===== config.mk =====
export PLATFORM = sky130hd
export DESIGN_NAME = rmq_isqrt
export DESIGN_NICKNAME = d
export VERILOG_FILES = /design/src/design/rmq_pkg.sv /design/src/design/rmq_isqrt.sv
export SDC_FILE = /design/constraint.sdc
export NUM_CORES = 2
export LEC_CHECK = 0
export BUFFER_PORTS_ARGS = -buffer_cell sky130_fd_sc_hd__buf_2
export CAP_MARGIN = 40
export CORE_MARGIN = 3
export CORE_UTILIZATION = 55
export DETAILED_ROUTE_END_ITERATION = 8
export GPL_TIMING_DRIVEN = 0
export PLACE_DENSITY = 0.74
export SLEW_MARGIN = 20
export SYNTH_ARGS = -nofsm -noshare
export SYNTH_HDL_FRONTEND = slang
export SYNTH_SLANG_ARGS = --single-unit

===== constraint.sdc =====
create_clock -name clk_i -period 3.6 [get_ports clk_i]
set_input_delay 0.36 -clock clk_i [delete_from_list [all_inputs] [get_ports clk_i]]
set_output_delay 0.36 -clock clk_i [all_outputs]
set_load 0.01 [all_outputs]

===== src/design/rmq_pkg.sv =====
// Shared widths and constants for the rotation matrix to quaternion pipeline.
package rmq_pkg;
  localparam int MatW   = 16;
  localparam int QuatW  = 16;
  localparam int CalcW  = 20;
  localparam int MagW   = 17;
  localparam int SqW    = 2 * MagW;
  localparam int SumW   = SqW + 2;
  localparam int FracSh = 28;
  localparam int RadW   = SumW + FracSh;
  localparam int RootW  = RadW / 2;
  localparam int QW     = 16;
  localparam int NumW   = MagW + FracSh + 2;
  localparam int DivW   = RootW + 1;
  localparam int TrialW = DivW + QW - 1;
  localparam int SideW  = 4 * MagW + 4 + 1;

  localparam logic signed [CalcW-1:0] MatOne  = CalcW'(8192);
  localparam logic [QW-1:0]           QuatOne = QW'(16384);

  localparam logic [1:0] AxisX = 2'd0;
  localparam logic [1:0] AxisY = 2'd1;
  localparam logic [1:0] AxisZ = 2'd2;
endpackage


===== src/design/rmq_isqrt.sv =====
// Bit-per-stage pipelined integer square root with sideband payload.
module rmq_isqrt import rmq_pkg::*; #(
  parameter int RtW = RootW,
  parameter int SdW = SideW
) (
  input  logic             clk_i,
  input  logic             rst_ni,
  input  logic             en_i,
  input  logic             valid_i,
  input  logic [2*RtW-1:0] rad_i,
  input  logic [SdW-1:0]   side_i,
  output logic             valid_o,
  output logic [RtW-1:0]   root_o,
  output logic [SdW-1:0]   side_o
);
  logic [2*RtW-1:0] rem_w  [RtW+1];
  logic [RtW-1:0]   root_w [RtW+1];
  logic [SdW-1:0]   side_w [RtW+1];
  logic             vld_w  [RtW+1];

  assign rem_w[0]  = rad_i;
  assign root_w[0] = '0;
  assign side_w[0] = side_i;
  assign vld_w[0]  = valid_i;

  for (genvar s = 0; s < RtW; s++) begin : g_stage
    localparam int B = RtW - 1 - s;
    logic [2*RtW-1:0] trial;
    logic [2*RtW-1:0] rem_d, rem_q;
    logic [RtW-1:0]   root_d, root_q;
    logic [SdW-1:0]   side_q;
    logic             vld_q;

    always_comb begin
      trial  = ({{RtW{1'b0}}, root_w[s]} << (B + 1)) | ((2*RtW)'(1) << (2 * B));
      rem_d  = rem_w[s];
      root_d = root_w[s];
      if (rem_w[s] >= trial) begin
        rem_d  = rem_w[s] - trial;
        root_d = root_w[s] | (RtW'(1) << B);
      end
    end

    always_ff @(posedge clk_i or negedge rst_ni) begin
      if (!rst_ni) begin
        vld_q <= 1'b0;
      end else if (en_i) begin
        vld_q <= vld_w[s];
      end
    end

    always_ff @(posedge clk_i) begin
      if (en_i) begin
        rem_q  <= rem_d;
        root_q <= root_d;
        side_q <= side_w[s];
      end
    end

    assign rem_w[s+1]  = rem_q;
    assign root_w[s+1] = root_q;
    assign side_w[s+1] = side_q;
    assign vld_w[s+1]  = vld_q;
  end

  assign valid_o = vld_w[RtW];
  assign root_o  = root_w[RtW];
  assign side_o  = side_w[RtW];
endmodule

; After elaboration in Yosys (flattened, before gate mapping)
; Cells that the tools add are included.
[op_classes]
addsub = 31
magnitude_cmp = 32
mux = 32
[op_table]
columns = op, count
row1 = 64-bit 2-to-1 mux, 31
row2 = 64-bit by 33-bit >= comparator with 1-bit output, 1
row3 = 64-bit by 34-bit >= comparator with 1-bit output, 1
row4 = 64-bit by 35-bit >= comparator with 1-bit output, 1
row5 = 64-bit by 36-bit >= comparator with 1-bit output, 1
row6 = 64-bit by 37-bit >= comparator with 1-bit output, 1
row7 = 64-bit by 38-bit >= comparator with 1-bit output, 1
row8 = 64-bit by 39-bit >= comparator with 1-bit output, 1
row9 = 64-bit by 40-bit >= comparator with 1-bit output, 1
row10 = 64-bit by 41-bit >= comparator with 1-bit output, 1
row11 = 64-bit by 42-bit >= comparator with 1-bit output, 1
row12 = 64-bit by 43-bit >= comparator with 1-bit output, 1
row13 = 64-bit by 44-bit >= comparator with 1-bit output, 1
row14 = 64-bit by 45-bit >= comparator with 1-bit output, 1
row15 = 64-bit by 46-bit >= comparator with 1-bit output, 1
row16 = 64-bit by 47-bit >= comparator with 1-bit output, 1
row17 = 64-bit by 48-bit >= comparator with 1-bit output, 1
row18 = 64-bit by 49-bit >= comparator with 1-bit output, 1
row19 = 64-bit by 50-bit >= comparator with 1-bit output, 1
row20 = 64-bit by 51-bit >= comparator with 1-bit output, 1
row21 = 64-bit by 52-bit >= comparator with 1-bit output, 1
row22 = 64-bit by 53-bit >= comparator with 1-bit output, 1
row23 = 64-bit by 54-bit >= comparator with 1-bit output, 1
row24 = 64-bit by 55-bit >= comparator with 1-bit output, 1
row25 = other kinds (41), 41
[totals]
ff_bits = 5376
inputBits = 141
output_inout_bits = 106
wordCells = 253

; Logic depth before layout (Yosys ltp)
[logic_depth]
depth_word = 2
ltp_mapped = 15
depth_no_buf = 12

; Least setup slack after synthesis
; No wires, ideal clock.
[synth_timing]
path_type = reg-to-reg
startpoint = register g_stage[25].rem_q[18]
endpoint = register g_stage[26].rem_q[51] (data pin)
setup_time_ns = 0.259
arrival_ns = 3.285
required_time_ns = 3.341
setup_slack_ns = 0.056
stages_incl_launch_ff = 12
n_path_buf = 1
period_less_slack_ns = 3.544
cell_sequence = edfxtp_1 ha_1 and3_1 a221oi_1 a21bo_2 a22oi_1 o21ai_0 a21o_1 a2111oi_0 clkbuf_1 nand4_1 xnor2_1
[synth_between]
elab_chain_cells = 2
word_cells_on_any_way = 3
classes_between = 1 x add/sub / 1 x order compare / 1 x mux
[synth_lines]
columns = element, line
row1 = start: declaration, rmq_isqrt.sv:29  ; logic [2*RtW-1:0] rem_d, rem_q;
row2 = start signal: assignment, rmq_isqrt.sv:54  ; rem_q <= rem_d;
row3 = 64-bit by 38-bit subtractor with 64-bit output / 64-bit by 38-bit >= comparator with 1-bit output (equally long branches), "rmq_isqrt.sv:39, rmq_isqrt.sv:38"
row4 = 64-bit 2-to-1 mux *, rmq_isqrt.sv:38  ; if (rem_w[s] >= trial) begin
row5 = named net g_stage[26].rem_d[51], rmq_isqrt.sv:29
row6 = end signal: assignment, rmq_isqrt.sv:54
row7 = end: declaration, rmq_isqrt.sv:29
; The timed path passes the listed nets; every way through them passes the cells marked *.
; A chain may end at the register's enable or synchronous reset.

; Worst setup path in the final report
[layout_timing]
startpoint = register g_stage[19].root_q[12]
endpoint = register g_stage[20].rem_q[55] (data pin)
[layout_between]
elab_chain_cells = 2
word_cells_on_any_way = 3
classes_between = 1 x add/sub / 1 x order compare / 1 x mux
[layout_lines]
columns = element, line
row1 = start: declaration, rmq_isqrt.sv:30  ; logic [RtW-1:0] root_d, root_q;
row2 = start signal: assignment, rmq_isqrt.sv:55  ; root_q <= root_d;
row3 = 64-bit by 44-bit subtractor with 64-bit output / 64-bit by 44-bit >= comparator with 1-bit output (equally long branches), "rmq_isqrt.sv:39, rmq_isqrt.sv:38"
row4 = 64-bit 2-to-1 mux *, rmq_isqrt.sv:38
row5 = named net g_stage[20].rem_d[55], rmq_isqrt.sv:29
row6 = end signal: assignment, rmq_isqrt.sv:54
row7 = end: declaration, rmq_isqrt.sv:29
; Marks and branches as above.

==> flow_summary.yaml <==
synth:
  netlist_instances: 12200
  avgSynthCellArea_um2: 15.9
  yosys.area.top_type: "edfxtp_1"
  synth_async_sr_flop_share_pct: 0.656
  synth.ff_latch_count: 4880
  synth_nets: 12900
  synth_cell_type_count: 95
  mappedNetlistArea_um2: 193000
  postSynth.topFlopCell: "edfxtp_1"
  synth-edff-count: 4848
  netlist_top_cells_area: "edfxtp_1, ha_1, xnor2_1, a21oi_1, xor2_1"
  yosys.area.top_type_share_pct: 75.5
  yosys_warnings: 0
  synth-seq-area-share_pct: 76.0
timing:
  timing_max_transition_violations_final: 0
  fin_skew_ns: 0.0721
  timing.final.setup_violations: 80
  final_critical_path_setup_slack_ns: -0.213
  timing.final.hold_violations: 0
  fin_tns_setup_ns: -6.78
  final_period_minus_worst_setup_slack_ns: 3.81
  fmax_mhz: 262
  post-route-period-util_pct: 106
  grt_setup_unrepaired: "true"
  worst_pin_slew_ns: 1.04
  slew_headroom_pct: 30.1
  hold_slack_ns: 0.0494
cts:
  cts.path.max_buffers: 4
  cts-buffers-inserted: 467
  clkTransAtPathRegs_ns: 0.06
  cts_num_sinks: 4880
  cts_tree: "built"
  clock_network_latency_to_the_later_pin_of_the_worst_skew_pair_ns: 0.97
  htree_num_levels: 5
  ctsRootBufferMaster: "clkbuf_16"
power_and_ir_drop:
  peakVddDrop_v: 0.000512
  switching_share_pct: 26.8
  internal_power_mw: 106
  power.density_cell_area_nw_per_um2: 650
  seq_power_share_pct: 50.9
  power.static_leakage_nw: 80.7
  clock_power_share_pct: 33.5
  power_frac_comb_pct: 15.6
  netSwitchingPower_mw: 38.9
global_route:
  grt_pass1_wl_mm: 637
  grt_usage_pct: 23.5
  grt_antenna_before_repair: 21
  grt_max_degree: 163
  vias_in_the_first_global_route: 103000
  globalRouteOverflowTotal: 0
detailed_routing:
  routed-via-count: 105000
  firstDrtPassIters: 6
  routed_wire_length_per_instance_um: 23.5
  drt_drc_violations_left: 0
  drt_first_iter_violations: 10300
  routed_wl_mm: 429
  post_drt_via_cell_ratio: 5.74
  ant_nets: 0
hold_path:
  min_from: "en_i"
  holdPathStages: 2
  worstHoldEndpoint: "g_stage[22].side_q[3]"
  hold_path_class: "in -> reg"
floorplanning:
  die_w_um: 598
  core_region_area_um2: 348000
  dieArea_um2: 358000
  dieHeight_um: 598
  start_util_pct: 55.5
  num_io_pins: 247
  std_cell_rows: 216
critical_path:
  worst_r2r_path_depth: 11
  regToRegEndpoint: "g_stage[20].rem_q[55]"
  worst_path_largest_cell_delay_ns: 0.58
  cp_num_buf_inv: 1
  path_max_fanout: 5
  worst_r2r_startpoint: "g_stage[19].root_q[12]"
  critical_path_class: "reg -> reg"
  crit_path_start_kind: "register"
  timing.critical_path.cells: "inv_2, ha_4, nand2_4, nor4_4, nand4_1, a2111o_1, a211oi_4, o41ai_4, or2_4, or3_1, xnor2_1"
  flop_to_flop_setup_slack_ns: -0.21
  critical_path_required_ns: 4.31
  cpLargestDelayFamily: "simple AND/OR/NAND/NOR gates"
  critical_path.endpoint_type: "register"
  timing.critical_path.slowest_stage_cell: "a2111o_1"
  critPathArrivalTime_ns: 4.52
final_layout:
  design.final.nets: 13900
  multi_input_comb_area_um2: 46100
  n_fill_cell: 24100
  final_layout_size_suffix_gt1_share_pct: 14.1
  final-seq-area_um2: 146000
  layout.cells.most_common: "edfxtp_1"
  postLayoutCoreUtil_pct: 64.2
  area_delta_synth_final_pct: 15.8
  final_cell_mix: "edfxtp_1, nor2_1, inv_1"
run_status:
  failed_checks: "setup timing"
  run_status: "finished, violations left"
placed_design:
  post-dp-hpwl_mm: 291
  place.port_buffers: 246
  post-place-ws_ns: -2.19
  gpl.final_weighted_congestion: 0.992
run:
  timing.max_cap.violations: 0
## state kept, by name, indices dropped and copies added (netlist names)
| signal | count |
|---|---|
| root_o | 32 |
| g_stage.rem_q | 1984 |
| g_stage.vld_q | 31 |
| g_stage.root_q | 496 |
| side_o | 73 |
| valid_o | 1 |
| g_stage.side_q | 2263 |
## metal layers
layer | track usage (%) | vias up | wire length, um
met3 | 3.74 | 802 | 26900
li1 | - | 48700 | -
met2 | 37.7 | 3559 | 202000
met5 | 0 | - | 13
met4 | 8.90 | 2 | 17800
met1 | 32.7 | 51600 | 182000
## stage by stage
step | power (mW) | area [um2] | instances
2_1_floorplan | 86.5 | 193000 | 12200
3_3_place_gp | 83.9 | 200000 | 17000
3_5_place_dp | 95.0 | 201000 | 17000
4_1_cts | 145 | 221000 | 18100
5_1_grt | 151 | 223000 | 18200
6_report | 145 | 223000 | 18200
## worst max-delay path by stage
stage,startpoint,cells past startpoint,slack (ns),endpoint
finish,g_stage[19].root_q[12],11,-0.21,g_stage[20].rem_q[55]
CTS,g_stage[19].root_q[12],11,-0.20,g_stage[20].rem_q[55]
global placement,en_i,1,-71.56,side_o[20]
floorplan,g_stage[25].rem_q[18],11,0.06,g_stage[26].rem_q[51]
detailed placement,en_i,9,-2.19,g_stage[29].side_q[27]
global route,g_stage[19].rem_q[26],12,-0.32,g_stage[20].rem_q[52]
## kinds of logic after synthesis
family | after synthesis | share of synthesized area (%)
mux | 120 | 0.704
fa+ha+maj | 558 | 3.62
buf+inv | 911 | 1.79
simple gates | 2920 | 7.84
compound gates | 1874 | 6.05
flops | 4880 | 76.0
xor+xnor | 891 | 4.05
## area by class of cell
| type | count | share of cell area [%] |
|---|---|---|
| inverter | 695 | 1.18 |
| clock inverter | 304 | 1.43 |
| tap | 4578 | 2.57 |
| buffer | 164 | 0.455 |
| clock buffer | 558 | 5.42 |
| multi-input combinational | 6365 | 20.6 |
| timing repair inverter | 1 | 0.00336 |
| timing repair buffer | 667 | 2.68 |
| antenna | 15 | 0.0168 |
| sequential | 4880 | 65.6 |
## cells in the mapped netlist, types with 20 or more instances
cell type	n
a211oi_1	54
a21boi_0	29
a21o_1	232
a21oi_1	709
a31oi_1	52
and2_1	31
and3_1	56
and4_1	20
buf_1	23
clkbuf_1	183
dfrtp_1	32
edfxtp_1	4848
ha_1	558
inv_1	691
mux2_2	111
nand2_1	556
nand2b_1	102
nand3_1	207
nand3b_1	40
nand4_1	183
nand4b_1	38
nor2_1	712
nor2b_1	72
nor3_1	269
nor4_1	332
nor4b_1	54
o211ai_1	48
o21a_1	92
o21ai_0	357
o21bai_1	54
o31ai_1	38
or2_2	26
or3_1	83
or4_1	80
xnor2_1	523
xor2_1	368
## power by group through the flow
stage / combinational [mW] / sequential, mW / clock (mW)
2_1_floorplan: 14.0 / 72.5 / 0
3_3_place_gp: 10.7 / 73.2 / 0
3_5_place_dp: 20.2 / 74.7 / 0
4_1_cts: 21.5 / 73.7 / 49.7
5_1_grt: 24.8 / 74.3 / 51.9
6_report: 22.6 / 73.8 / 48.5
## what timing repair did
| action | CTS | global route |
|---|---|---|
| pin swaps | 81 | 125 |
| endpoints found under the hold margin | 239 | 0 |
| cloned | 12 | 11 |
| hold buffers | 161 | 0 |
| setup buffers | 84 | 84 |
| gates resized for setup | 436 | 396 |
| setup endpoints to repair | 1504 | 949 |
Power figures use the tool's default switching activity.
